$ cat src/rtl/count_tree_kth_select_top_defines.svh
// Assertion macros for the count tree k-th select block.
// Included by every RTL file that carries concurrent assertions; no other dependencies.
`ifndef COUNT_TREE_KTH_SELECT_TOP_DEFINES_SVH
`define COUNT_TREE_KTH_SELECT_TOP_DEFINES_SVH
`ifndef SYNTHESIS
// property checked at every clock edge outside reset
`define CTKS_ASSERT(lbl, clk, rst_n, prop, msg) \
	lbl: assert property (@(posedge clk) disable iff (!rst_n) (prop)) else $error(msg);
// condition that must never be seen outside reset
`define CTKS_ASSERT_NEVER(lbl, clk, rst_n, cond, msg) \
	lbl: assert property (@(posedge clk) disable iff (!rst_n) !(cond)) else $error(msg);
`else
`define CTKS_ASSERT(lbl, clk, rst_n, prop, msg)
`define CTKS_ASSERT_NEVER(lbl, clk, rst_n, cond, msg)
`endif
`endif

$ cat src/rtl/ctks_pkg.sv
`timescale 1ns / 1ps
// Shared types, constants and saturating count helpers for the count tree k-th select block.
// No dependencies; used by the channel interfaces, the cells, the controller and the top level.
package ctks_pkg;

	localparam int MAX_LEAVES_DEF = 16384;

	localparam int OP_W   = 2;
	localparam int POS_W  = 15;
	localparam int RANK_W = 16;
	localparam int CNT_W  = 16;

	typedef logic [OP_W-1:0]   op_t;
	typedef logic [POS_W-1:0]  pos_t;
	typedef logic [RANK_W-1:0] rank_t;
	typedef logic [CNT_W-1:0]  cnt_t;

	// operation codes
	localparam op_t OP_CLEAR  = 2'd0;
	localparam op_t OP_INSERT = 2'd1;
	localparam op_t OP_SELECT = 2'd2;

	localparam pos_t LEAVES_RST = 15'd16384;
	localparam cnt_t CNT_MAX    = '1;

	// token walking down the cell chain: one tree node per cell
	typedef struct packed {
		logic  vld;
		logic  act;    // still descending; cleared once the result is settled
		op_t   op;
		pos_t  pos;
		pos_t  lo;     // range of the node being visited
		pos_t  hi;
		rank_t rank;   // rank left to find below this node
		logic  found;
		pos_t  idx;
	} tok_t;

	// new count of a node, travelling back up toward the root
	typedef struct packed {
		logic vld;
		cnt_t cnt;
	} up_t;

	// both children of one node, stored as one memory row
	typedef struct packed {
		cnt_t right_cnt;
		cnt_t left_cnt;
	} pair_t;

	function automatic cnt_t sat_inc(input cnt_t a);
		return (a == CNT_MAX) ? CNT_MAX : a + 1'b1;
	endfunction

	function automatic cnt_t sat_add(input cnt_t a, input cnt_t b);
		logic [CNT_W:0] s;
		s = {1'b0, a} + {1'b0, b};
		return s[CNT_W] ? CNT_MAX : s[CNT_W-1:0];
	endfunction

endpackage

$ cat src/rtl/ctks_if.sv
`timescale 1ns / 1ps
// Valid/ready channel interfaces for the query and answer items.
// Depends on ctks_pkg for field types.
interface ctks_query_if;
	logic               valid;
	logic               ready;
	ctks_pkg::op_t      op;
	ctks_pkg::pos_t     position;
	ctks_pkg::rank_t    rank;

	modport source (output valid, output op, output position, output rank, input ready);
	modport sink   (input valid, input op, input position, input rank, output ready);
endinterface

interface ctks_answer_if;
	logic           valid;
	logic           ready;
	logic           found;
	ctks_pkg::pos_t leaf_index;

	modport source (output valid, output found, output leaf_index, input ready);
	modport sink   (input valid, input found, input leaf_index, output ready);
endinterface

$ cat src/rtl/ctks_ctrl.sv
`timescale 1ns / 1ps
// Sequencer: takes query items, handles the root, launches the cell chain, runs the clearing
// sweep and holds the answer register. Depends on ctks_pkg, ctks_if and the assertion macros.
`include "count_tree_kth_select_top_defines.svh"
module ctks_ctrl #(
	parameter int MAX_LEAVES = ctks_pkg::MAX_LEAVES_DEF,
	parameter int CW         = 1
) (
	input  logic              clk,
	input  logic              arst_n,
	ctks_query_if.sink        query,
	ctks_answer_if.source     answer,
	input  logic              cfg_we,
	input  ctks_pkg::pos_t    cfg_data,
	output ctks_pkg::tok_t    launch,
	input  ctks_pkg::tok_t    chain_res,
	output ctks_pkg::up_t     up_start,
	input  ctks_pkg::up_t     up_ret,
	output logic              clr_en,
	output logic [CW-1:0]     clr_addr
);

	localparam logic [1:0] ST_CLR  = 2'd0;
	localparam logic [1:0] ST_IDLE = 2'd1;
	localparam logic [1:0] ST_RUN  = 2'd2;
	localparam logic [1:0] ST_RES  = 2'd3;

	logic [1:0]       state_q;
	logic [CW-1:0]    clr_cnt_q;
	ctks_pkg::pos_t   leaves_q;
	ctks_pkg::cnt_t   root_q;
	logic             res_found_q;
	ctks_pkg::pos_t   res_idx_q;
	logic             out_vld_q;
	logic             out_found_q;
	ctks_pkg::pos_t   out_idx_q;

	ctks_pkg::pos_t   span;
	logic             multi;
	logic             accept;
	logic             root_ok;
	logic             slot_free;

	// effective number of leaves
	always_comb begin
		if (leaves_q == '0) begin
			span = ctks_pkg::pos_t'(1);
		end else if (32'(leaves_q) > MAX_LEAVES) begin
			span = ctks_pkg::pos_t'(MAX_LEAVES);
		end else begin
			span = leaves_q;
		end
	end

	assign multi     = span != ctks_pkg::pos_t'(1);
	assign accept    = query.valid && query.ready;
	assign root_ok   = (query.rank != '0) && (query.rank <= root_q);
	assign slot_free = !out_vld_q || answer.ready;

	assign query.ready       = state_q == ST_IDLE;
	assign answer.valid      = out_vld_q;
	assign answer.found      = out_found_q;
	assign answer.leaf_index = out_idx_q;

	assign clr_en   = state_q == ST_CLR;
	assign clr_addr = clr_cnt_q;

	// descent starts at the root with the full range
	always_comb begin
		launch       = '0;
		launch.vld   = accept && multi && ((query.op == ctks_pkg::OP_INSERT) ||
			((query.op == ctks_pkg::OP_SELECT) && root_ok));
		launch.act   = 1'b1;
		launch.op    = query.op;
		launch.pos   = query.position;
		launch.lo    = ctks_pkg::pos_t'(1);
		launch.hi    = span;
		launch.rank  = query.rank;
	end

	// an insert reaching the bottom turns around
	assign up_start = '{vld: chain_res.vld && (chain_res.op == ctks_pkg::OP_INSERT), cnt: '0};

	// state, sweep counter, register, answer valid
	always_ff @(posedge clk or negedge arst_n) begin
		if (!arst_n) begin
			state_q   <= ST_CLR;
			clr_cnt_q <= '0;
			leaves_q  <= ctks_pkg::LEAVES_RST;
			out_vld_q <= 1'b0;
		end else begin
			if (cfg_we) begin
				leaves_q <= cfg_data;
			end
			if (answer.ready) begin
				out_vld_q <= 1'b0;
			end
			unique case (state_q)
				ST_CLR: begin
					clr_cnt_q <= clr_cnt_q + 1'b1;
					if (&clr_cnt_q) begin
						state_q <= ST_IDLE;
					end
				end
				ST_IDLE: begin
					if (accept) begin
						unique case (query.op)
							ctks_pkg::OP_CLEAR: begin
								state_q   <= ST_CLR;
								clr_cnt_q <= '0;
							end
							ctks_pkg::OP_INSERT: begin
								if (multi) begin
									state_q <= ST_RUN;
								end
							end
							ctks_pkg::OP_SELECT: begin
								state_q <= (multi && root_ok) ? ST_RUN : ST_RES;
							end
							default: ;
						endcase
					end
				end
				ST_RUN: begin
					if (chain_res.vld && (chain_res.op == ctks_pkg::OP_SELECT)) begin
						state_q <= ST_RES;
					end else if (up_ret.vld) begin
						state_q <= ST_IDLE;
					end
				end
				ST_RES: begin
					if (slot_free) begin
						state_q   <= ST_IDLE;
						out_vld_q <= 1'b1;
					end
				end
				default: state_q <= ST_IDLE;
			endcase
		end
	end

	// root count and answer payload
	always_ff @(posedge clk) begin
		if (state_q == ST_CLR) begin
			root_q <= '0;
		end else if (up_ret.vld) begin
			root_q <= up_ret.cnt;
		end else if (accept && (query.op == ctks_pkg::OP_INSERT) && !multi) begin
			root_q <= ctks_pkg::sat_inc(root_q);
		end
		// answers settled at the root: rank missing, or a one-leaf tree
		if (accept) begin
			res_found_q <= root_ok;
			res_idx_q   <= root_ok ? ctks_pkg::pos_t'(1) : '0;
		end else if ((state_q == ST_RUN) && chain_res.vld) begin
			res_found_q <= chain_res.found;
			res_idx_q   <= chain_res.idx;
		end
		if ((state_q == ST_RES) && slot_free) begin
			out_found_q <= res_found_q;
			out_idx_q   <= res_idx_q;
		end
	end

	`CTKS_ASSERT(a_res_in_run, clk, arst_n, chain_res.vld |-> state_q == ST_RUN, "chain result while not running")
	`CTKS_ASSERT(a_ret_in_run, clk, arst_n, up_ret.vld |-> state_q == ST_RUN, "rebuild return while not running")
	`CTKS_ASSERT(a_answer_code, clk, arst_n, answer.valid |-> (answer.found == (answer.leaf_index != '0)), "found and index disagree")

endmodule

$ cat src/flat_wrapper.sv
// flat-port wrapper written by rule: the top's interface ports become plain ports
module ctks_ctrl_flat 
#(
	parameter int MAX_LEAVES = ctks_pkg::MAX_LEAVES_DEF,
	parameter int CW         = 1
)
  (clk, arst_n, cfg_we, cfg_data, launch, chain_res, up_start, up_ret, clr_en, clr_addr, query_valid, query_op, query_position, query_rank, query_ready, answer_valid, answer_found, answer_leaf_index, answer_ready);
  ctks_query_if query_i ();
  ctks_answer_if answer_i ();
  input  logic clk;
  input  logic arst_n;
  input  logic cfg_we;
  input  ctks_pkg::pos_t cfg_data;
  output ctks_pkg::tok_t launch;
  input  ctks_pkg::tok_t chain_res;
  output ctks_pkg::up_t up_start;
  input  ctks_pkg::up_t up_ret;
  output logic clr_en;
  output logic [CW-1:0] clr_addr;
  input wire logic [$bits(query_i.valid)-1:0] query_valid;
  input wire logic [$bits(query_i.op)-1:0] query_op;
  input wire logic [$bits(query_i.position)-1:0] query_position;
  input wire logic [$bits(query_i.rank)-1:0] query_rank;
  output wire logic [$bits(query_i.ready)-1:0] query_ready;
  output wire logic [$bits(answer_i.valid)-1:0] answer_valid;
  output wire logic [$bits(answer_i.found)-1:0] answer_found;
  output wire logic [$bits(answer_i.leaf_index)-1:0] answer_leaf_index;
  input wire logic [$bits(answer_i.ready)-1:0] answer_ready;
  assign query_i.valid = query_valid;
  assign query_i.op = query_op;
  assign query_i.position = query_position;
  assign query_i.rank = query_rank;
  assign query_ready = query_i.ready;
  assign answer_valid = answer_i.valid;
  assign answer_found = answer_i.found;
  assign answer_leaf_index = answer_i.leaf_index;
  assign answer_i.ready = answer_ready;
  ctks_ctrl #(.MAX_LEAVES(MAX_LEAVES), .CW(CW)) u_core (.clk(clk), .arst_n(arst_n), .query(query_i), .answer(answer_i), .cfg_we(cfg_we), .cfg_data(cfg_data), .launch(launch), .chain_res(chain_res), .up_start(up_start), .up_ret(up_ret), .clr_en(clr_en), .clr_addr(clr_addr));
endmodule
$ cat config.mk
export PLATFORM = sky130hd
export DESIGN_NAME = ctks_ctrl_flat
export DESIGN_NICKNAME = d
export VERILOG_FILES = /design/src/rtl/ctks_pkg.sv /design/src/rtl/ctks_if.sv /design/src/rtl/ctks_ctrl.sv /design/src/flat_wrapper.sv
export VERILOG_INCLUDE_DIRS = /design/src /design/src/rtl
export SDC_FILE = /design/constraint.sdc
export NUM_CORES = 1
export LEC_CHECK = 0
export CAP_MARGIN = 20
export CORE_AREA = 3 3 105 107
export DETAILED_ROUTE_END_ITERATION = 8
export DIE_AREA = 0 0 108 110
export DONT_BUFFER_PORTS = 1
export PLACE_DENSITY = 0.59
export SYNTH_ARGS = -nofsm -noshare
export SYNTH_HDL_FRONTEND = slang
export SYNTH_SLANG_ARGS = --single-unit
$ cat constraint.sdc
create_clock -name clk -period 2.6 [get_ports clk]
set_input_delay 0.78 -clock clk [delete_from_list [all_inputs] [get_ports clk]]
set_output_delay 0.78 -clock clk [all_outputs]
set_load 0.03 [all_outputs]
* Word level (Yosys, flattened, before mapping)
Cells that the tools add are included.
Storage, ports and cells: output and inout bits 118, logic and storage cells 79, register bits 67
Operators by class: add/subtract/negate cells 2, multiplexer cells 25, order comparisons 2, eq/ne operators 16, reduce and logical (&&, ||, !) cells 25
Operators by type and width (count):
- $mux 15 | 4
- $mux 16 | 3
- $add 16x1->16 const B | 1
- $eq 16x16->1 const B | 1
- $le 16x16->1 | 1
- $reduce_bool 16->1 | 1
- $gt 15x15->1 const B | 1
- $logic_not 15->1 | 1
- $ne 15x1->1 const B | 1
- $logic_and 1x1->1 | 12
- $mux 2 | 6
- $mux 1 | 9
- $eq 2x2->1 const B | 4
- $pmux 2 s4 | 1
- $eq 2x1->1 const B | 3
- $pmux 2 s3 | 1
- $reduce_and 6->1 | 1
- $reduce_bool 2->1 | 3
- $logic_not 2->1 | 2
- $ne 2x1->1 const B | 2
- $ne 2x2->1 const B | 2
- $ne 4x4->1 const B | 1
- $ne 3x2->1 const B | 1
- $ne 3x3->1 const B | 1
- other kinds (5) | 7

* Longest topological paths before layout
Gate-level depths: netlist of run 1.
depth in word-level cells 9, depth in mapped cells 8, gate-level depth less buffers 8

* Worst setup path after synthesis of run 1
No wires, ideal clock.
kind input to output, start point input query_rank[1], end point output launch[80] in the netlist's numbering, arrival time 2.245 ns, path buffers 0, setup slack -0.425 ns, stages on the path 6, cell sequence ha_1 nor2b_1 o211ai_1 a2111oi_0 o31a_1 o2bb2ai_1
RTL lines:
- from (decl) | RTL line flat_wrapper.sv:23 | input wire logic [$bits(query_i.rank)-1:0] query_rank;
- to (decl) | RTL line flat_wrapper.sv:14 | output ctks_pkg::tok_t launch;

==> impl_metrics.py, run 1 <==
metrics = {
    "detailed_routing": {
        "vias": 2936,
        "drc_errors": 0,
        "dr.pass1.iters": 6,
        "drt_iter0_drc": 114,
        "vias_per_cell": 5.14,
        "routedWlPerCell_microns": 16.9,
        "ant_nets": 0,
        "wl_mm": 9.64,
    },
    "power_and_ir_drop": {
        "p_sw_mw": 1.70,
        "p_seq_share_pct": 41.1,
        "p_comb_share_pct": 37.9,
        "ir_drop_v": 0.000272,
        "p_clk_share_pct": 21.0,
        "p_int_mw": 2.62,
        "p_leak_nw": 1.84,
        "fin_total_pwr_mw": 4.32,
        "cellPowerDensity_nw_per_um2": 921,
        "p_sw_share_pct": 39.3,
    },
    "critical_path": {
        "start_kind": "input port",
        "crit_buf_inv": 0,
        "cp.arrival_ps": 2070,
        "crit_family": "compound AO/OA/AOI/OAI gates",
        "path_cells": "ha_4, a21oi_2, o21a_1, o2111ai_2, o31a_1, o2bb2ai_4",
        "crit_slowest_cell": "o31a_1",
        "cpPeakStageDelay_ps": 380,
        "worst-setup-path-type": "input port to output pin",
        "crit_required_ps": 1820,
        "rrSetupSlack_ps": 400,
        "crit_fanout": 3,
        "cp-end-kind": "output pin",
    },
    "timing": {
        "fin_crit_sh_pct": 110,
        "slew-limit-headroom_pct": 51.8,
        "setup_viol": 1,
        "rsz0062_at_grt": "true",
        "worstMarginPinSlew_ps": 721,
        "clock_skew_ps": 11.1,
        "slew_viol_final": 0,
        "holdWs_ps": 124,
        "fmax_ghz": 0.351,
        "fin_tns_setup_ps": -249,
        "setup_slack_ps": -249,
        "hold_violations": 0,
        "finalCriticalPeriod_ps": 2850,
    },
    "floorplan": {
        "pin_count": 269,
        "rows": 37,
        "fp.dieW_microns": 108,
        "start_util_pct": 42.4,
        "core_sq_um": 10200,
        "dieArea_sq_um": 11900,
        "die_y_microns": 110,
    },
    "finish": {
        "drive_above_1_share_pct": 28.0,
        "fin_util_pct": 45.9,
        "syn_to_final_growth_pct": 8.25,
        "fin_cells": 571,
        "layout_common_cells": "48 x conb_1, 32 x buf_4, 32 x edfxtp_1, 24 x nand2_1",
        "fin_nets": 605,
        "mostFrequentLayoutCell": "conb_1",
        "antennaDiodeCount": 0,
        "final_area_sq_um": 4690,
    },
    "clock_tree": {
        "cts.sink_count": 67,
        "clkSlewWorstSetupHoldPaths_ps": 80,
        "cts_buffer_depth": 2,
        "tritoncts": "done",
        "cts_max_level": 3,
        "cts_buffers": 9,
        "cts_hold_buf": 0,
        "cts_root_buf": "clkbuf_8",
        "clock_latency_ps": 340,
    },
    "grt": {
        "first_global_vias": 2958,
        "grt_max_degree": 26,
        "grt_pass1_wl_mm": 14.6,
        "grt-ovfl-total": 0,
        "antenna_found_initial": 1,
        "grt_usage_pct": 15.8,
    },
    "logic_synthesis": {
        "synth-main-ff-cell": "edfxtp_1",
        "yosysWarnings": 0,
        "ys_types": 61,
        "syn_area_sq_um": 4340,
        "ys_ff_latch": 67,
        "synthCells": 434,
        "seq_area_frac_synth_pct": 40.5,
        "async_flop_share_pct": 28.4,
        "synth-edff-count": 32,
        "postSynthAreaPerCell_sq_um": 9.99,
    },
    "placed_design": {
        "place.gp.congestion": 0.835,
        "place_hpwl_mm": 7.28,
        "place_area_sq_um": 4270,
        "dp_cells": 547,
        "port_buffers": 0,
        "place_ws_ps": -373,
    },
    "min_path": {
        "worstHoldPathType": "input port to asynchronous set/reset pin",
    },
    "run": {
        "max_cap_violations": 0,
    },
    "run_status": {
        "violations": "setup timing",
        "status": "complete, but fails checks",
    },
}
[cells in the mapped netlist, drive strengths merged (5+ instances only)]
| cell | number | area, sq um |
|---|---|---|
| mux2 | 15 | 169 |
| dfrtp | 18 | 450 |
| and2 | 19 | 119 |
| nor3 | 13 | 81.3 |
| dfxtp | 16 | 320 |
| edfxtp | 32 | 961 |
| clkbuf | 11 | 45.1 |
| nor2b | 11 | 68.8 |
| nor2 | 18 | 70.1 |
| o21ai | 10 | 50.1 |
| nand3 | 18 | 90.1 |
| inv | 27 | 101 |
| a21oi | 17 | 88.8 |
| nand2b | 5 | 31.3 |
| ha | 24 | 300 |
| a21o | 5 | 37.5 |
| nand4 | 10 | 77.6 |
| nor4 | 9 | 101 |
| buf | 83 | 623 |
| a2111oi | 5 | 68.8 |
| nand2 | 24 | 90.1 |
[power by group through the flow]
stage	Combinational, mW	Sequential [mW]	Clock, mW
floorplan	1.15	1.77	0
global placement	1.41	1.76	0
detailed placement	1.45	1.77	0
CTS	1.48	1.76	0.955
global route	1.81	1.81	0.995
finish	1.64	1.78	0.909
[cells by family after synthesis]
logic type | after synthesis | share of synthesized area, %
AOI/OAI and AO/OA | 66 | 11.6
and+or+nand+nor | 134 | 18.1
buffers and inverters | 121 | 17.7
DFF | 67 | 40.5
xor gates and xnor gates | 4 | 0.808
other | 2 | 0.173
muxes | 16 | 4.13
adders and majority gates | 24 | 6.93
[registers in the layout, summed over array words and instances, names as in the netlist]
signal,count
u_core.res_idx_q,15
u_core.leaves_q,15
u_core.answer.valid,1
u_core.res_found_q,1
u_core.root_q,16
u_core.answer.found,1
u_core.answer.leaf_index,15
u_core.clr_addr,1
u_core.state_q,2
[repair_timing]
item | CTS | global route
pin swaps | 5 | 14
buffers inserted | 2 | 6
resized for setup | 8 | 36
endpoints found under the setup margin | 4 | 5
[layer usage]
metal / vias to the layer above / share of wire (%) / GRT usage (%)
met4: 2 / 1.0 / 5.14
li1: 1406 / - / -
met5: - / 0.10 / 0
met1: 1385 / 42 / 19.7
met2: 128 / 48 / 25.7
met3: 15 / 8.8 / 5.71
[final timing paths]
path,startpoint,to,cells after the start
hold reg to reg,u_core.res_idx_q[12]$_SDFFCE_PP0P_,u_core.answer.leaf_index[12]$_DFFE_PP_,0
setup reg to reg,u_core.leaves_q[5]$_DFFE_PN0P_,u_core.root_q[1]$_SDFFE_PP0P_,8
setup / recovery,query_rank[9],launch[80],6
max in group asynchronous,arst_n,u_core.leaves_q[14]$_DFFE_PN1P_,0
hold / removal,arst_n,u_core.leaves_q[9]$_DFFE_PN0P_,0
min in group clk,u_core.res_idx_q[12]$_SDFFCE_PP0P_,u_core.answer.leaf_index[12]$_DFFE_PP_,0
[layout make-up]
cell class / count / area, sq um
Clock buffer: 9 / 124
Clock inverter: 7 / 81.3
Fill cell: 961 / 5540
Inverter: 27 / 104
Multi-Input combinational cell: 292 / 2190
Sequential cell: 67 / 1770
Tap cell: 136 / 170
Timing Repair Buffer: 33 / 255
Power figures use the tool's default switching activity.
==> inputs of run 2 (changes only) <==
--- a/config.mk
+++ b/config.mk
@@ -7,11 +7,11 @@
 export NUM_CORES = 1
 export LEC_CHECK = 0
 export CAP_MARGIN = 20
-export CORE_AREA = 3 3 105 107
+export CORE_AREA = 3 3 103 105
 export DETAILED_ROUTE_END_ITERATION = 8
-export DIE_AREA = 0 0 108 110
+export DIE_AREA = 0 0 106 108
 export DONT_BUFFER_PORTS = 1
-export PLACE_DENSITY = 0.59
+export PLACE_DENSITY = 0.58
 export SYNTH_ARGS = -nofsm -noshare
 export SYNTH_HDL_FRONTEND = slang
 export SYNTH_SLANG_ARGS = --single-unit
==> constraint.sdc (replaced) <==
create_clock -name clk -period 3.25 [get_ports clk]
set_input_delay 0.975 -clock clk [delete_from_list [all_inputs] [get_ports clk]]
set_output_delay 0.975 -clock clk [all_outputs]
set_load 0.03 [all_outputs]
==> run 2 against run 1 <==
Compared with the run above:
- core utilization decreased by 0.67 points
- sequential power is 18% lower
- combinational power fell by 37%
- the run still ends with setup timing left
- die area shrank 3.6%
- via count decreased by 1.4%
- critical path depth up 1
- worst hold slack improved by 190 ps
- flip-flop and latch count is the same
- largest power group unchanged
==> impl_metrics.py, run 2 (synthesis gave the netlist of run 1 again) <==
metrics = {
    "finish": {
        "mostFrequentLayoutCell": "conb_1",
        "fin_cells": 547,
        "largest_reg_flops": 16,
        "drive_above_1_share_pct": 16.9,
        "top_register": "u_core.root_q",
        "layout_common_cells": "48 x conb_1, 32 x edfxtp_1, 27 x inv_1, 24 x nand2_1",
        "fin_nets": 584,
        "fin_util_pct": 45.2,
        "final_area_sq_um": 4400,
        "syn_to_final_growth_pct": 1.44,
        "antennaDiodeCount": 0,
    },
    "clock_tree": {
        "cts_buffers": 9,
        "tritoncts": "done",
        "clkSlewWorstSetupHoldPaths_ps": 80,
        "cts_root_buf": "clkbuf_8",
        "cts.sink_count": 67,
        "cts_max_level": 3,
        "cts_hold_buf": 0,
        "clock_latency_ps": 350,
        "cts_buffer_depth": 2,
    },
    "power_and_ir_drop": {
        "p_comb_share_pct": 32.2,
        "p_leak_nw": 1.71,
        "p_clk_share_pct": 22.6,
        "cellPowerDensity_nw_per_um2": 734,
        "p_sw_mw": 1.28,
        "p_seq_share_pct": 45.1,
        "p_sw_share_pct": 39.8,
        "p_int_mw": 1.94,
        "ir_drop_v": 0.000286,
    },
    "critical_path": {
        "cp.arrival_ps": 2290,
        "cpPeakStageDelay_ps": 320,
        "crit_required_ps": 2270,
        "crit_buf_inv": 2,
        "crit_end": "launch[80]",
        "crit_family": "compound AO/OA/AOI/OAI gates",
        "crit_fanout": 3,
        "cp-end-kind": "output pin",
        "crit_cells": 7,
        "reg2regPathDepth": 11,
        "crit_slowest_cell": "a2111oi_2",
        "r2r-end": "u_core.res_idx_q[0]$_DFFE_PP_",
        "start_kind": "input port",
        "rrSetupSlack_ps": 850,
        "rr_startpoint": "u_core.root_q[13]$_SDFFE_PP0P_",
        "startpoint": "query_rank[13]",
        "worst-setup-path-type": "input port to output pin",
        "path_cells": "ha_4, nand4_1, buf_4, a2111oi_2, o31a_1, o2bb2ai_2, buf_6",
    },
    "timing": {
        "fin_crit_sh_pct": 101,
        "hold_violations": 0,
        "finalCriticalPeriod_ps": 3270,
        "setup_slack_ps": -19.9,
        "setup_viol": 1,
        "slew-limit-headroom_pct": 51.5,
        "worstMarginPinSlew_ps": 728,
        "clock_skew_ps": 12.3,
        "fmax_ghz": 0.306,
        "rsz0062_at_grt": "true",
        "slew_viol_final": 0,
    },
    "run_status": {
        "status": "complete, but fails checks",
        "violations": "setup timing",
    },
    "detailed_routing": {
        "dr.pass1.iters": 4,
        "ant_nets": 0,
        "wl_mm": 9.19,
        "vias": 2895,
        "drt_iter0_drc": 156,
        "drc_errors": 0,
        "vias_per_cell": 5.29,
        "routedWlPerCell_microns": 16.8,
    },
    "placed_design": {
        "place_area_sq_um": 4080,
        "port_buffers": 0,
        "place_hpwl_mm": 7.02,
        "place_ws_ps": -128,
        "dp_cells": 528,
        "place.gp.congestion": 0.808,
    },
    "grt": {
        "grt_usage_pct": 15.8,
        "grt_pass1_wl_mm": 14.1,
        "grt_max_degree": 26,
        "antenna_found_initial": 1,
        "grt-ovfl-total": 0,
        "first_global_vias": 2810,
    },
    "floorplan": {
        "fp.dieW_microns": 106,
        "dieArea_sq_um": 11400,
        "start_util_pct": 44.6,
        "pin_count": 269,
        "die_y_microns": 108,
        "core_sq_um": 9730,
        "rows": 36,
    },
    "run": {
        "max_cap_violations": 0,
    },
    "min_path": {
        "worstHoldPathType": "input port to asynchronous set/reset pin",
    },
}
[run 2: per-layer routing]
metal,track usage [%],routed length [microns],share of wire (%),vias to the layer above
met5,0,13,0.14,-
met2,25.2,4360,47,150
li1,-,-,-,1370
met1,19.0,3830,42,1357
met4,7.22,184,2.0,2
met3,5.97,797,8.7,16
[run 2: final cells by class]
class	count	area, sq um
Clock buffer	9	124
Clock inverter	7	82.6
Fill cell	952	5330
Inverter	27	101
Multi-Input combinational cell	292	2070
Sequential cell	67	1760
Tap cell	133	166
Timing Repair Buffer	12	93.8
[run 2: worst min path at each step]
stage | start | slack, ps | endpoint | cells past startpoint
finish | arst_n | 310 | u_core.leaves_q[7]$_DFFE_PN0P_ | 0
floorplan | u_core.res_found_q$_DFFE_PP_ | 400 | u_core.answer.found$_DFFE_PP_ | 0
global route | arst_n | 290 | u_core.leaves_q[6]$_DFFE_PN0P_ | 0
CTS | arst_n | 290 | u_core.leaves_q[7]$_DFFE_PN0P_ | 0
global placement | u_core.res_idx_q[12]$_SDFFCE_PP0P_ | 400 | u_core.answer.leaf_index[12]$_DFFE_PP_ | 0
detailed placement | u_core.res_found_q$_DFFE_PP_ | 400 | u_core.answer.found$_DFFE_PP_ | 0
[run 2: stage by stage]
stage / setup TNS [ps] / total power [mW] / hold slack (ps)
final: -19.9 / 3.23 / 315
after CTS: -71.7 / 3.24 / 292
after detailed placement: -128 / 2.44 / 405
after global routing: -133 / 3.45 / 287
after floorplan: 0 / 2.31 / 400
after global placement: -115 / 2.41 / 402
[run 2: what timing repair did]
item	CTS	global route
endpoints found under the setup margin	1	1
gates resized for setup	10	3
buffers inserted	1	2
hold endpoints to repair	0	0
pin swaps	5	4
[run 2: power groups by stage]
stage                     clock, mW  combinational (mW)  sequential (mW)
after detailed placement          0               0.966             1.47
after CTS                     0.755                1.03             1.46
final                         0.730                1.04             1.46
after global placement            0               0.945             1.46
after global routing          0.791                1.17             1.49
after floorplan                   0               0.892             1.41
