$ cat config.mk
export PLATFORM = sky130hd
export DESIGN_NAME = ctks_cell
export DESIGN_NICKNAME = d
export VERILOG_FILES = /design/src/rtl/ctks_pkg.sv /design/src/rtl/ctks_cell.sv
export VERILOG_INCLUDE_DIRS = /design/src /design/src/rtl
export SDC_FILE = /design/constraint.sdc
export NUM_CORES = 1
export LEC_CHECK = 0
export BUFFER_PORTS_ARGS = -buffer_cell sky130_fd_sc_hd__buf_2
export CAP_MARGIN = 20
export CORE_ASPECT_RATIO = 1.75
export CORE_UTILIZATION = 55
export CTS_CLUSTER_SIZE = 8
export DETAILED_ROUTE_END_ITERATION = 16
export HOLD_SLACK_MARGIN = 0.15
export PLACE_DENSITY = 0.79
export SLEW_MARGIN = 5
export SYNTH_ARGS = -nofsm -noshare
export SYNTH_HDL_FRONTEND = slang
export SYNTH_SLANG_ARGS = --single-unit
$ cat constraint.sdc
create_clock -name clk -period 12.3 [get_ports clk]
set_input_delay 2.46 -clock clk [delete_from_list [all_inputs] [get_ports clk]]
set_output_delay 2.46 -clock clk [all_outputs]
set_load 0.01 [all_outputs]
$ cat src/rtl/count_tree_kth_select_top_defines.svh
// Assertion macros for the count tree k-th select block.
// Included by every RTL file that carries concurrent assertions; no other dependencies.
`ifndef COUNT_TREE_KTH_SELECT_TOP_DEFINES_SVH
`define COUNT_TREE_KTH_SELECT_TOP_DEFINES_SVH
`ifndef SYNTHESIS
// property checked at every clock edge outside reset
`define CTKS_ASSERT(lbl, clk, rst_n, prop, msg) \
	lbl: assert property (@(posedge clk) disable iff (!rst_n) (prop)) else $error(msg);
// condition that must never be seen outside reset
`define CTKS_ASSERT_NEVER(lbl, clk, rst_n, cond, msg) \
	lbl: assert property (@(posedge clk) disable iff (!rst_n) !(cond)) else $error(msg);
`else
`define CTKS_ASSERT(lbl, clk, rst_n, prop, msg)
`define CTKS_ASSERT_NEVER(lbl, clk, rst_n, cond, msg)
`endif
`endif

$ cat src/rtl/ctks_pkg.sv
`timescale 1ns / 1ps
// Shared types, constants and saturating count helpers for the count tree k-th select block.
// No dependencies; used by the channel interfaces, the cells, the controller and the top level.
package ctks_pkg;

	localparam int MAX_LEAVES_DEF = 16384;

	localparam int OP_W   = 2;
	localparam int POS_W  = 15;
	localparam int RANK_W = 16;
	localparam int CNT_W  = 16;

	typedef logic [OP_W-1:0]   op_t;
	typedef logic [POS_W-1:0]  pos_t;
	typedef logic [RANK_W-1:0] rank_t;
	typedef logic [CNT_W-1:0]  cnt_t;

	// operation codes
	localparam op_t OP_CLEAR  = 2'd0;
	localparam op_t OP_INSERT = 2'd1;
	localparam op_t OP_SELECT = 2'd2;

	localparam pos_t LEAVES_RST = 15'd16384;
	localparam cnt_t CNT_MAX    = '1;

	// token walking down the cell chain: one tree node per cell
	typedef struct packed {
		logic  vld;
		logic  act;    // still descending; cleared once the result is settled
		op_t   op;
		pos_t  pos;
		pos_t  lo;     // range of the node being visited
		pos_t  hi;
		rank_t rank;   // rank left to find below this node
		logic  found;
		pos_t  idx;
	} tok_t;

	// new count of a node, travelling back up toward the root
	typedef struct packed {
		logic vld;
		cnt_t cnt;
	} up_t;

	// both children of one node, stored as one memory row
	typedef struct packed {
		cnt_t right_cnt;
		cnt_t left_cnt;
	} pair_t;

	function automatic cnt_t sat_inc(input cnt_t a);
		return (a == CNT_MAX) ? CNT_MAX : a + 1'b1;
	endfunction

	function automatic cnt_t sat_add(input cnt_t a, input cnt_t b);
		logic [CNT_W:0] s;
		s = {1'b0, a} + {1'b0, b};
		return s[CNT_W] ? CNT_MAX : s[CNT_W-1:0];
	endfunction

endpackage

$ cat src/rtl/ctks_cell.sv
`timescale 1ns / 1ps
// One tree level: memory of child count pairs for all nodes of level LEVEL-1, descent step,
// and the count rebuild on the way back up. Depends on ctks_pkg and the assertion macros.
`include "count_tree_kth_select_top_defines.svh"
module ctks_cell #(
	parameter int LEVEL = 1,
	parameter int PW    = 2,
	parameter int CW    = 1
) (
	input  logic              clk,
	input  logic              arst_n,
	input  ctks_pkg::tok_t    tok_in,
	input  logic [PW-1:0]     p_in,
	input  ctks_pkg::up_t     up_in,
	input  logic              clr_en,
	input  logic [CW-1:0]     clr_addr,
	output ctks_pkg::tok_t    tok_out,
	output logic [PW-1:0]     p_out,
	output ctks_pkg::up_t     up_out
);

	localparam int AW    = (LEVEL > 1) ? LEVEL - 1 : 1;
	localparam int ROWS  = 2 ** AW;

	ctks_pkg::pair_t mem [ROWS];

	logic                   vld_q;
	logic                   up_vld_q;
	ctks_pkg::tok_t         tok_q;
	logic [PW-1:0]          p_q;
	ctks_pkg::pair_t        rd_q;
	ctks_pkg::cnt_t         up_cnt_q;

	logic [ctks_pkg::POS_W:0] sum;
	ctks_pkg::pos_t         mid;
	logic                   go_right;
	ctks_pkg::pos_t         nlo;
	ctks_pkg::pos_t         nhi;
	ctks_pkg::rank_t        rank_n;
	ctks_pkg::cnt_t         child_cnt;
	ctks_pkg::cnt_t         sibling;
	ctks_pkg::cnt_t         child_new;
	ctks_pkg::cnt_t         parent_new;
	logic                   leaf;
	logic                   wr_en;
	logic [AW-1:0]          wr_addr;
	ctks_pkg::pair_t        wr_data;

	// split point and child choice
	always_comb begin
		sum        = {1'b0, tok_q.lo} + {1'b0, tok_q.hi};
		mid        = sum[ctks_pkg::POS_W:1];
		if (tok_q.op == ctks_pkg::OP_INSERT) begin
			go_right = tok_q.pos > mid;
		end else begin
			go_right = tok_q.rank > rd_q.left_cnt;
		end
		nlo        = go_right ? mid + 1'b1 : tok_q.lo;
		nhi        = go_right ? tok_q.hi : mid;
		rank_n     = go_right ? tok_q.rank - rd_q.left_cnt : tok_q.rank;
		child_cnt  = go_right ? rd_q.right_cnt : rd_q.left_cnt;
		sibling    = go_right ? rd_q.left_cnt : rd_q.right_cnt;
		leaf       = nlo == nhi;
		// the cell that reaches the leaf bumps it itself; above it the new child count comes from below
		child_new  = leaf ? ctks_pkg::sat_inc(child_cnt) : up_in.cnt;
		parent_new = ctks_pkg::sat_add(child_new, sibling);
	end

	// token handed to the next level
	always_comb begin
		tok_out     = tok_q;
		tok_out.vld = vld_q;
		if (tok_q.act) begin
			tok_out.lo   = nlo;
			tok_out.hi   = nhi;
			tok_out.rank = rank_n;
			if (tok_q.op == ctks_pkg::OP_SELECT) begin
				if (rank_n > child_cnt) begin
					tok_out.act   = 1'b0;
					tok_out.found = 1'b0;
					tok_out.idx   = '0;
				end else if (leaf) begin
					tok_out.act   = 1'b0;
					tok_out.found = 1'b1;
					tok_out.idx   = nlo;
				end
			end else if (leaf) begin
				tok_out.act = 1'b0;
			end
		end
	end

	assign p_out  = tok_q.act ? {p_q[PW-2:0], go_right} : p_q;
	assign up_out = '{vld: up_vld_q, cnt: up_cnt_q};

	// memory write: clearing sweep or count rebuild
	always_comb begin
		wr_en   = clr_en || (up_in.vld && tok_q.act);
		wr_addr = clr_en ? clr_addr[AW-1:0] : p_q[AW-1:0];
		if (clr_en) begin
			wr_data = '0;
		end else if (go_right) begin
			wr_data = '{right_cnt: child_new, left_cnt: sibling};
		end else begin
			wr_data = '{right_cnt: sibling, left_cnt: child_new};
		end
	end

	always_ff @(posedge clk) begin
		if (wr_en) begin
			mem[wr_addr] <= wr_data;
		end
	end

	// read the pair together with taking the token
	always_ff @(posedge clk) begin
		if (tok_in.vld) begin
			rd_q <= mem[p_in[AW-1:0]];
		end
	end

	// control
	always_ff @(posedge clk or negedge arst_n) begin
		if (!arst_n) begin
			vld_q    <= 1'b0;
			up_vld_q <= 1'b0;
		end else begin
			vld_q    <= tok_in.vld;
			up_vld_q <= up_in.vld;
		end
	end

	// payload
	always_ff @(posedge clk) begin
		if (tok_in.vld) begin
			tok_q <= tok_in;
			p_q   <= p_in;
		end
		if (up_in.vld) begin
			up_cnt_q <= tok_q.act ? parent_new : up_in.cnt;
		end
	end

	`CTKS_ASSERT_NEVER(a_clr_quiet, clk, arst_n, clr_en && (tok_in.vld || up_in.vld), "cell busy during clear")
	`CTKS_ASSERT_NEVER(a_down_up_apart, clk, arst_n, tok_in.vld && up_in.vld, "descent and rebuild overlap")

endmodule

## Yosys cells after proc, flatten, opt, wreduce, memory -nomap -nowiden

Memories as Yosys holds them, arrays and structs flattened. A register that Yosys moved wholly into a read port is not among the register bits.
Cells that the tools add are included.

| storage, ports and cells | value |
|---|---|
| memories | 1 |
| logic and storage cells | 51 |
| memory bits (writable) | 64 |
| flip-flop bits (word level) | 100 |

| operators by class | value |
|---|---|
| mux-type cells | 24 |
| eq/ne operators | 4 |
| add/subtract/negate cells | 5 |
| magnitude comparators | 3 |
| reductions and logical operators | 2 |

Memory list:

| name | depth | bits a word | read ports | clocked after memory_dff | write ports | line | RTL |
|---|---|---|---|---|---|---|---|
| mem | 2 | 32 | 1 | 1 | 1 | ctks_cell.sv:25 | `ctks_pkg::pair_t mem [ROWS];` |

Operators with widths:

| kind | count |
|---|---|
| 2-to-1 mux 16 bit | 10 |
| 2-to-1 mux 32 bit | 2 |
| 2-to-1 mux 62 bit | 1 |
| greater-than comparator 16 bit | 2 |
| 2-to-1 mux 15 bit | 2 |
| adder 16 x 16 -> 17 bit | 1 |
| adder 15 x 15 -> 16 bit | 1 |
| adder 16 x 1 -> 16 bit, second input constant | 1 |
| equality test 16 bit, second input constant | 1 |
| subtractor 16 bit | 1 |
| adder 15 x 1 -> 15 bit, second input constant | 1 |
| equality test 15 bit | 1 |
| greater-than comparator 15 bit | 1 |
| 2-to-1 mux 1 bit | 8 |
| equality test 2 x 1 -> 1 bit, second input constant | 1 |
| equality test 2 bit, second input constant | 1 |
| 2-to-1 mux 2 bit | 1 |
| logical AND 1 bit | 1 |
| logical OR 1 bit | 1 |

## Depth between registers and ports, before layout

Gate-level depths: netlist of run 1.

| depth | value |
|---|---|
| word-level depth | 10 |
| gate-level depth with buffers | 40 |
| depth with buffers taken out | 35 |

## Worst setup path after synthesis of run 1

No wires, ideal clock.

| path | value |
|---|---|
| kind | flip-flop to output port |
| from | register tok_q[32] (netlist name) |
| to | output port tok_out[0] (netlist name) |
| setup slack | 2,710 ps |
| arrival time | 7,130 ps |
| path buffers | 7 |
| data required time | 9,840 ps |
| stages on the path, launching flop included | 36 |
| cell sequence | edfxtp_1 and2_1 fa_1 a211oi_4 o21a_1 o21ai_1 a211oi_1 a211o_1 inv_1 ha_1 nand4_1 nor2_1 o31a_1 o41ai_1 nand2_1 clkbuf_1 clkbuf_1 clkbuf_1 clkbuf_1 clkbuf_1 clkbuf_1 a21oi_1 ha_1 a21o_1 a21oi_1 o21ai_0 a21o_1 a21o_1 a21o_1 a21oi_1 o21ai_0 nand2_1 a21oi_1 or3_1 buf_4 o2bb2ai_2 |

RTL lines:

| element | line | RTL |
|---|---|---|
| start, declared | ctks_cell.sv:29 | `ctks_pkg::tok_t tok_q;` |
| start signal, assigned | ctks_cell.sv:136 | `tok_q <= tok_in;` |
| end, declared | ctks_cell.sv:17 | `output ctks_pkg::tok_t tok_out,` |

==> results.cfg, run 1 <==
[synth]
syn-num-nets = 1506
synth_top_area_share_pct = 43.53
netlist_instances = 1321
synth-seq-area-share_pct = 43.90
yosys.area.top_type = edfxtp_1
ys.flop_type = edfxtp_1
ys_seq_elements = 196
synth_edf_count = 194
syn_area_sq_um = 13380
async_reset_ff_share_pct = 1.020
synth_area_leaders = edfxtp_1, ha_1, nand2_1
netlist-cell-type-count = 94
syn_area_per_cell_sq_um = 10.13
synth_warnings = 0

[cts]
cts_tree = done
cts_resized = 0
ctsHoldBuffers = 0
cts.clk_slew.worst_paths_ps = 70
clock_latency_ps = 470
cts_buffer_depth = 2
clock_sinks = 196
cts_buffers = 17
post_cts_buffers = 0
cts_root_buf = clkbuf_16
h-tree-depth = 4

[power_and_ir_drop]
static-leakage-power_nw = 6.110
ir_worst_vdd_uv = 130.7
power_density_nw_per_um2 = 155.8

[floorplanning]
core-area_sq_um = 23930
design.die.area_sq_um = 24990
io_pins = 204
die_w_um = 119.9
die_y_um = 208.4
start_util_pct = 55.93
num_rows = 75

[route]
wirelength_mm = 39.62
routed_via_density = 6.241
num_vias = 11190
route.detailed.drc = 0
wl_per_cell_um = 22.09
antenna_left = 0
drtIter0Drc = 815
first_pass_iters = 5

[sta]
slew_headroom_pct = 31.37
hold_violations = 0
setup_viol = 0
slew_viol_final = 0
skew_ps = 13.66
finalCritPeriodShare_pct = 85.96
rsz0062_at_grt = false
fin_ws_ps = 1727
timing.fmax_mhz = 94.58
fin_crit_ps = 10570
fin_tns_setup_ps = 0
worst_slew_pin_slew_ps = 1026

[placement]
portBuffers = 203
hpwl_mm = 30.10
place_ws_ps = 2253
routabilityCongestion = 0.9647

[finish]
drive_gt1_share_pct = 23.91
seq_area_sq_um = 5876
fillers = 2017
multi_input_area_sq_um = 6909
layout_commonest_cell = buf_2
layout_common_cells = buf_2, edfxtp_1, nand2_1
fin_nets = 1657
area_growth_pct = 12.43
diodes = 0

[worst_setup_path]
cp_slowest_cell = o41ai_1
required_ps = 9840
critPathCaptureType = primary output
slowest_delay_ps = 660
critPathTopFamily = compound AO/OA/AOI/OAI gates
crit_buf_inv = 2
cp-start-kind = register
arrival_ps = 8110
cp_common_cell = a21oi_1
path_max_fanout = 67
path_class = reg2out

[min_path]
worstHoldPathType = reg2reg

[global_routing]
grt_pass1_wl_mm = 59.87
grt_overflow = 0
grt_pass1_vias = 11350
antenna_found_initial = 0
grt_max_degree = 71
grtUsageTotal_pct = 32.18

[status]
outcome = completed

[flow_run]
maxCapViolations = 0
-- final timing paths --
kind / startpoint / to / slack [ps] / cells past startpoint
worst max register to register: tok_q[47] / up_cnt_q[4] / 2280 / 30
min in group asynchronous: arst_n / vld_q / 1770 / 1
max in group asynchronous: arst_n / up_vld_q / 10440 / 1
worst min-delay path: mem[1][9] / rd_q[9] / 540 / 1
worst max-delay path: tok_q[47] / tok_out[6] / 1730 / 27
worst min register to register: mem[1][9] / rd_q[9] / 540 / 1
-- state kept, by name (all words and copies together) (netlist names) --
| signal | count |
|---|---|
| tok_out | 17 |
| vld_q | 1 |
| rd_q | 32 |
| tok_q | 63 |
| p_q | 2 |
| up_cnt_q | 16 |
| mem | 64 |
| up_vld_q | 1 |
-- per-stage QoR --
step / hold slack, ps / std cells / total power [mW] / utilization, % / cell area, sq um
after global placement: 524.2 / 1761 / 1.768 / 60.50 / 14480
after floorplan: 523.2 / 1321 / 1.495 / - / 13380
after detailed placement: 533.7 / 1761 / 1.785 / 60.50 / 14480
final: 544.8 / 1793 / 2.344 / 62.89 / 15050
after CTS: 548.0 / 1793 / 2.337 / 62.89 / 15050
after global routing: 562.5 / 1793 / 2.452 / 62.89 / 15050
-- Yosys cell counts, types with 5 or more instances --
master,n
a211oi_1,7
a21boi_0,7
a21o_1,13
a21oi_1,66
a22o_1,8
a31oi_1,24
and2_1,7
and3_1,14
buf_1,13
buf_4,21
clkbuf_1,41
edfxtp_1,194
ha_1,78
inv_1,53
mux2_2,57
mux2i_1,15
nand2_1,176
nand2b_1,9
nand3_1,32
nand3b_1,5
nand4_1,17
nand4b_1,9
nor2_1,86
nor2b_1,11
nor3_1,22
nor4_1,7
o211ai_1,6
o21a_1,8
o21ai_0,94
o21bai_1,7
o22a_1,15
o22ai_1,7
o2bb2ai_2,9
o31ai_1,5
o32ai_1,5
or2_2,6
or3_1,6
or4_1,5
xnor2_1,48
xor2_1,13
-- area by class of cell --
class,instances,area share (%)
Clock buffer,17,2.827
Multi-Input combinational cell,989,45.91
Timing Repair Buffer,215,7.367
Clock inverter,15,0.9645
Inverter,53,1.322
Sequential cell,196,39.05
Tap cell,308,2.561
-- layer usage --
layer	GRT usage (%)	wire length, um	vias to the layer above	share of wire (%)
met4	26.25	3154	0	8.0
met2	57.67	20790	537	52
met3	4.441	2134	150	5.4
met5	0	0	-	0
li1	-	-	5217	-
met1	32.61	13540	5287	34
-- cell families after synthesis --
family          Yosys count  share of synthesized area (%)
xor+xnor                 61                          3.992
fa+ha+maj                81                          7.741
simple gates            438                          16.00
compound gates          334                          17.51
buf+inv                 136                          4.665
mux                      75                          6.198
flops                   196                          43.90
-- power breakdown --
| group | switching, mW | internal, mW |
|---|---|---|
| Clock | 0.272 | 0.284 |
| Sequential | 0.0414 | 0.815 |
| Combinational | 0.583 | 0.349 |
| Total | 0.896 | 1.45 |
Note: power is estimated with default switching activity, not from simulation.
==> inputs of run 2 (changes only) <==
--- a/config.mk
+++ b/config.mk
@@ -9,11 +9,11 @@
 export BUFFER_PORTS_ARGS = -buffer_cell sky130_fd_sc_hd__buf_2
 export CAP_MARGIN = 20
 export CORE_ASPECT_RATIO = 1.75
-export CORE_UTILIZATION = 55
+export CORE_UTILIZATION = 31
 export CTS_CLUSTER_SIZE = 8
 export DETAILED_ROUTE_END_ITERATION = 16
 export HOLD_SLACK_MARGIN = 0.15
-export PLACE_DENSITY = 0.79
+export PLACE_DENSITY = 0.59
 export SLEW_MARGIN = 5
 export SYNTH_ARGS = -nofsm -noshare
 export SYNTH_HDL_FRONTEND = slang
==> results.cfg, run 2 (same netlist as run 1, synthesis figures left out) <==
[sta]
skew_ps = 12.05
slew_headroom_pct = 38.52
worst_slew_pin_slew_ps = 922.2
setup_viol = 0
fin_tns_setup_ps = 0
slew_viol_final = 0
rsz0062_at_grt = false
fin_crit_ps = 11010
timing.fmax_mhz = 90.87
hold_violations = 0
finalCritPeriodShare_pct = 89.47
fin_hold_ws_ps = 545.6

[finish]
area_growth_pct = 14.96
layout_commonest_cell = buf_2
layout_common_cells = buf_2, edfxtp_1, nand2_1
drive_gt1_share_pct = 23.94
fin_util_pct = 36.17
design_area_sq_um = 15390
largestRegisters = mem x64, tok_q x63, rd_q x32
seq_area_sq_um = 5876
fin_nets = 1659
fillers = 4414
top_register = mem
largest_reg_flops = 64
multi_input_area_sq_um = 6909

[global_routing]
grt_pass1_vias = 11540
grt_overflow = 0
top_usage_layer = met2
grt_util_met1_pct = 20.65
grtUsageTotal_pct = 20.74
use_met2_pct = 39.34
antenna_found_initial = 2
grt_max_degree = 68
use_met3_pct = 2.995
grt_pass1_wl_mm = 68.32

[worst_setup_path]
critPathCaptureType = primary output
reg2reg_depth = 32
cp-startpoint = tok_q[56]
r2r_start = tok_q[56]
cp-start-kind = register
path_class = reg2out
required_ps = 9840
path_max_fanout = 62
arrival_ps = 8550

[min_path]
hold_start = mem[1][23]
whs_path_depth = 1
worstHoldPathType = reg2reg

[route]
wirelength_mm = 45.24
wl_per_cell_um = 22.07
first_pass_iters = 5
route.detailed.drc = 0
antenna_left = 0
num_vias = 11180
drtIter0Drc = 745
routed_via_density = 5.454

[floorplanning]
core-area_sq_um = 42540
die_w_um = 159.1
design.die.area_sq_um = 44040
io_pins = 204
num_rows = 100
die_y_um = 276.9
start_util_pct = 31.46

[cts]
cts_tree = done
cts_resized = 0
cts_root_buf = clkbuf_16
cts_buffer_depth = 2
h-tree-depth = 4
post_cts_buffers = 0
cts_buffers = 17
cts.clk_slew.worst_paths_ps = 80
ctsHoldBuffers = 0
clock_sinks = 196
clock_latency_ps = 460

[placement]
hpwl_mm = 35.26
portBuffers = 203
routabilityCongestion = 0.9620
placed_area_sq_um = 14810

[power_and_ir_drop]
ir_worst_vdd_uv = 104.8
power_density_nw_per_um2 = 154.3
static-leakage-power_nw = 6.117

[status]
outcome = completed

[flow_run]
maxCapViolations = 0
==> run 2: changes by cell type in the layout (fill, tap and decap cells not counted) <==
| cell | delta |
|---|---|
| clkinv_1 | +1 |
| inv_6 | -3 |
| clkinv_4 | -2 |
| diode_2 | +2 |
| buf_4 | +2 |
| inv_8 | +3 |
| clkinvlp_4 | +1 |
==> run 2: final timing paths <==
check,end,slack (ps)
max in group asynchronous,up_vld_q,10440
min in group asynchronous,vld_q,1770
min,rd_q[23],550
min reg2reg,rd_q[23],550
max reg2reg,up_cnt_q[4],1730
max,tok_out[9],1290
==> run 2: where the power goes <==
group	total (mW)	leakage (nW)	internal, mW	switching [mW]
Clock	0.568	0.272	0.285	0.283
Sequential	0.858	1.92	0.815	0.0429
Combinational	0.949	3.93	0.352	0.597
==> run 2: metrics by stage <==
stage	std cells	power (mW)	worst slack (ps)
6_report	2050	2.375	1295
3_5_place_dp	2016	1.815	1804
4_1_cts	2048	2.387	1484
3_3_place_gp	2016	1.806	1825
5_1_grt	2050	2.508	826.3
2_1_floorplan	1321	1.495	2710
==> run 2: per-layer routing <==
| layer | vias up | part of all wire [%] |
|---|---|---|
| li1 | 5222 | - |
| met1 | 5441 | 36 |
| met2 | 398 | 54 |
| met3 | 120 | 3.8 |
| met4 | 0 | 6.7 |
| met5 | - | 0 |
==> run 2: area by class of cell <==
cell class / count / area share (%)
multi-input cells: 989 / 44.91
flip-flops and latches: 196 / 38.19
repair buffers: 217 / 7.303
well taps: 561 / 4.562
clock buffers: 17 / 2.765
inverters: 53 / 1.293
clock inverters: 15 / 0.9514
diodes: 2 / 0.03253
==> run 2: worst max-delay path, stage by stage, from the launching register on <==
cell and delay, ps:
edfxtp_1 600, ha_1 500, and2_1 270, and3_1 240
o211ai_1 140, a21oi_1 120, o21ai_0 330, nor2b_1 450
ha_1 330, nand4_1 150, nor2_1 70, o31a_1 120
o41ai_1 640, nand2_4 600, a21oi_1 460, ha_1 300
nand3_1 300, o21ai_0 160, a21o_1 220, a21o_1 170
a21o_1 170, a21oi_1 320, o21ai_0 140, nand2_1 80
a21oi_1 160, or3_1 610, o2bb2ai_2 230, buf_2 150
==> inputs of run 3 (changes only) <==
--- a/config.mk
+++ b/config.mk
@@ -6,6 +6,7 @@
 export SDC_FILE = /design/constraint.sdc
 export NUM_CORES = 1
 export LEC_CHECK = 0
+export ABC_AREA = 1
 export BUFFER_PORTS_ARGS = -buffer_cell sky130_fd_sc_hd__buf_2
 export CAP_MARGIN = 20
 export CORE_ASPECT_RATIO = 1.75
==> constraint.sdc (replaced) <==
create_clock -name clk -period 12.3 [get_ports clk]
set_input_delay 2.46 -clock clk [delete_from_list [all_inputs] [get_ports clk]]
set_output_delay 2.46 -clock clk [all_outputs]
set_load 0.1 [all_outputs]
==> results.cfg, run 3 <==
[status]
outcome = completed

[cts]
clock_sinks = 196
cts_buffer_depth = 2
ctsHoldBuffers = 0
cts_resized = 0
clock_latency_ps = 460
cts_buffers = 17
cts_root_buf = clkbuf_16
h-tree-depth = 4
cts_tree = done
cts.clk_slew.worst_paths_ps = 90
post_cts_buffers = 0

[synth]
muxShareOfSynthArea_pct = 2.611
synth_fa_ha_area_share_pct = 7.507
synth_compound_area_share_pct = 9.421
yosys.area.top_type = edfxtp_1
synth_top_family_by_area = simple AND/OR/NAND/NOR gates
ys_seq_elements = 196
syn_area_per_cell_sq_um = 7.854
netlist-cell-type-count = 45
synth_xor_area_share_pct = 1.777
synth_top_area_share_pct = 42.22
synth-seq-area-share_pct = 42.58
syn-num-nets = 1942
synth_warnings = 0
synthTopCellsByCount = nand2_1, inv_1, edfxtp_1
netlist_instances = 1757
syn_area_sq_um = 13800
synthSimpleGateAreaFrac_pct = 25.75
yosysMostFrequentCell = nand2_1
synth_area_leaders = edfxtp_1, nand2_1, ha_1
async_reset_ff_share_pct = 1.020
ys.flop_type = edfxtp_1
synth_edf_count = 194

[global_routing]
grt_overflow = 0
grt_pass1_wl_mm = 72.52
grt_pass1_vias = 12440
antenna_found_initial = 3
grt_max_degree = 69
grtUsageTotal_pct = 22.12

[route]
wirelength_mm = 50.15
route.detailed.drc = 0
wl_per_cell_um = 20.07
first_pass_iters = 5
antenna_left = 0
routed_via_density = 5.017
num_vias = 12540
drtIter0Drc = 698

[sta]
fin_tns_setup_ps = 0
setup_viol = 0
rsz0062_at_grt = false
finalCritPeriodShare_pct = 78.70
slew_headroom_pct = 30.02
skew_ps = 15.63
hold_violations = 0
fin_ws_ps = 2620
timing.fmax_mhz = 103.3
slew_viol_final = 0
fin_crit_ps = 9680
worst_slew_pin_slew_ps = 1047

[finish]
drive_gt1_share_pct = 16.95
layout_commonest_cell = nand2_1
fin_util_pct = 36.30
design_area_sq_um = 15820
largestRegisters = mem x64, tok_q x63, rd_q x32
area_growth_pct = 14.67
fin_nets = 2101
top_register = mem
final_cells = 2499
largest_reg_flops = 64
layout_common_cells = nand2_1, inv_1, buf_2

[worst_setup_path]
path_class = reg2out
cp-start-kind = register
arrival_ps = 7220
cp_common_cell = nand2_1
path_max_fanout = 68
slowest_delay_ps = 590
critPathCaptureType = primary output
required_ps = 9840
cp_slowest_cell = buf_4

[placement]
portBuffers = 203
hpwl_mm = 40.21
routabilityCongestion = 1.016
dp.cells = 2462
place_ws_ps = 3162
placed_area_sq_um = 15180

[flow_run]
maxCapViolations = 0

[floorplanning]
num_rows = 101
start_util_pct = 31.65
die_w_um = 161.5
core-area_sq_um = 43600
design.die.area_sq_um = 45400
die_y_um = 281.1
io_pins = 204

[power_and_ir_drop]
combPwrFrac_pct = 49.0
p_int_mw = 1.433
p_seq_share_pct = 30.3
static-leakage-power_nw = 7.647
ir_worst_vdd_uv = 106.7
clockPowerShare_pct = 20.7
power_density_nw_per_um2 = 178.0
swShare_pct = 49.13
power_switching_mw = 1.384

[min_path]
worstHoldPathType = reg2reg
[run 3: cell count changes after synthesis, sizes merged, moves of 28 or more]
cell,delta
xnor2,-36
nand2,+349
nand3,+135
mux2,-28
o21ai,+49
inv,+211
[run 3: layer usage]
layer  up-vias  share of wire, %  global-route usage, %
li1       6101                 -                      -
met1      5887                31                  18.43
met2       381                57                  44.60
met3       168               3.2                  2.317
met4         0               9.2                  19.79
met5         -                 0                      0
[run 3: area by class of cell]
type | instances | area [sq um]
Sequential cell | 196 | 5876
Multi-Input combinational cell | 1223 | 6510
Antenna cell | 4 | 10.01
Tap cell | 566 | 708.2
Timing Repair Buffer | 214 | 1121
Clock inverter | 15 | 182.7
Clock buffer | 17 | 425.4
Inverter | 264 | 991.0
Fill cell | 4541 | 27770
[run 3: worst max-delay path: cells and delay by family, from the launching register on]
kind,cells,cell delay (ps)
compound gates,6,950
fa+ha+maj,3,1120
buf+inv,5,1660
flops,1,420
simple gates,20,2570
[run 3: kinds of logic after synthesis]
group / after synthesis
DFF: 196
adders and majority gates: 81
buffers and inverters: 338
xor gates and xnor gates: 28
AOI/OAI and AO/OA: 245
muxes: 32
and+or+nand+nor: 837
[run 3: final timing paths]
check	cells past startpoint	slack, ps	start	endpoint
max	34	2620	tok_q[47]	tok_out[9]
min	1	540	mem[0][7]	rd_q[7]
max reg2reg	45	3230	tok_q[47]	up_cnt_q[12]
min reg2reg	1	540	mem[0][7]	rd_q[7]
max in group asynchronous	1	10430	arst_n	vld_q
min in group asynchronous	1	1770	arst_n	up_vld_q
[run 3: stage by stage]
stage / hold slack, ps / power (mW)
floorplan: 523.2 / 1.894
global placement: 525.1 / 2.224
detailed placement: 532.1 / 2.236
CTS: 545.5 / 2.824
global route: 556.4 / 2.963
finish: 543.0 / 2.817
[run 3: power groups by stage]
stage          Clock [mW]  Combinational [mW]  Sequential [mW]
2_1_floorplan           0               0.979            0.914
3_3_place_gp            0                1.36            0.866
3_5_place_dp            0                1.37            0.868
4_1_cts             0.597                1.37            0.853
5_1_grt             0.617                1.49            0.859
6_report            0.584                1.38            0.852
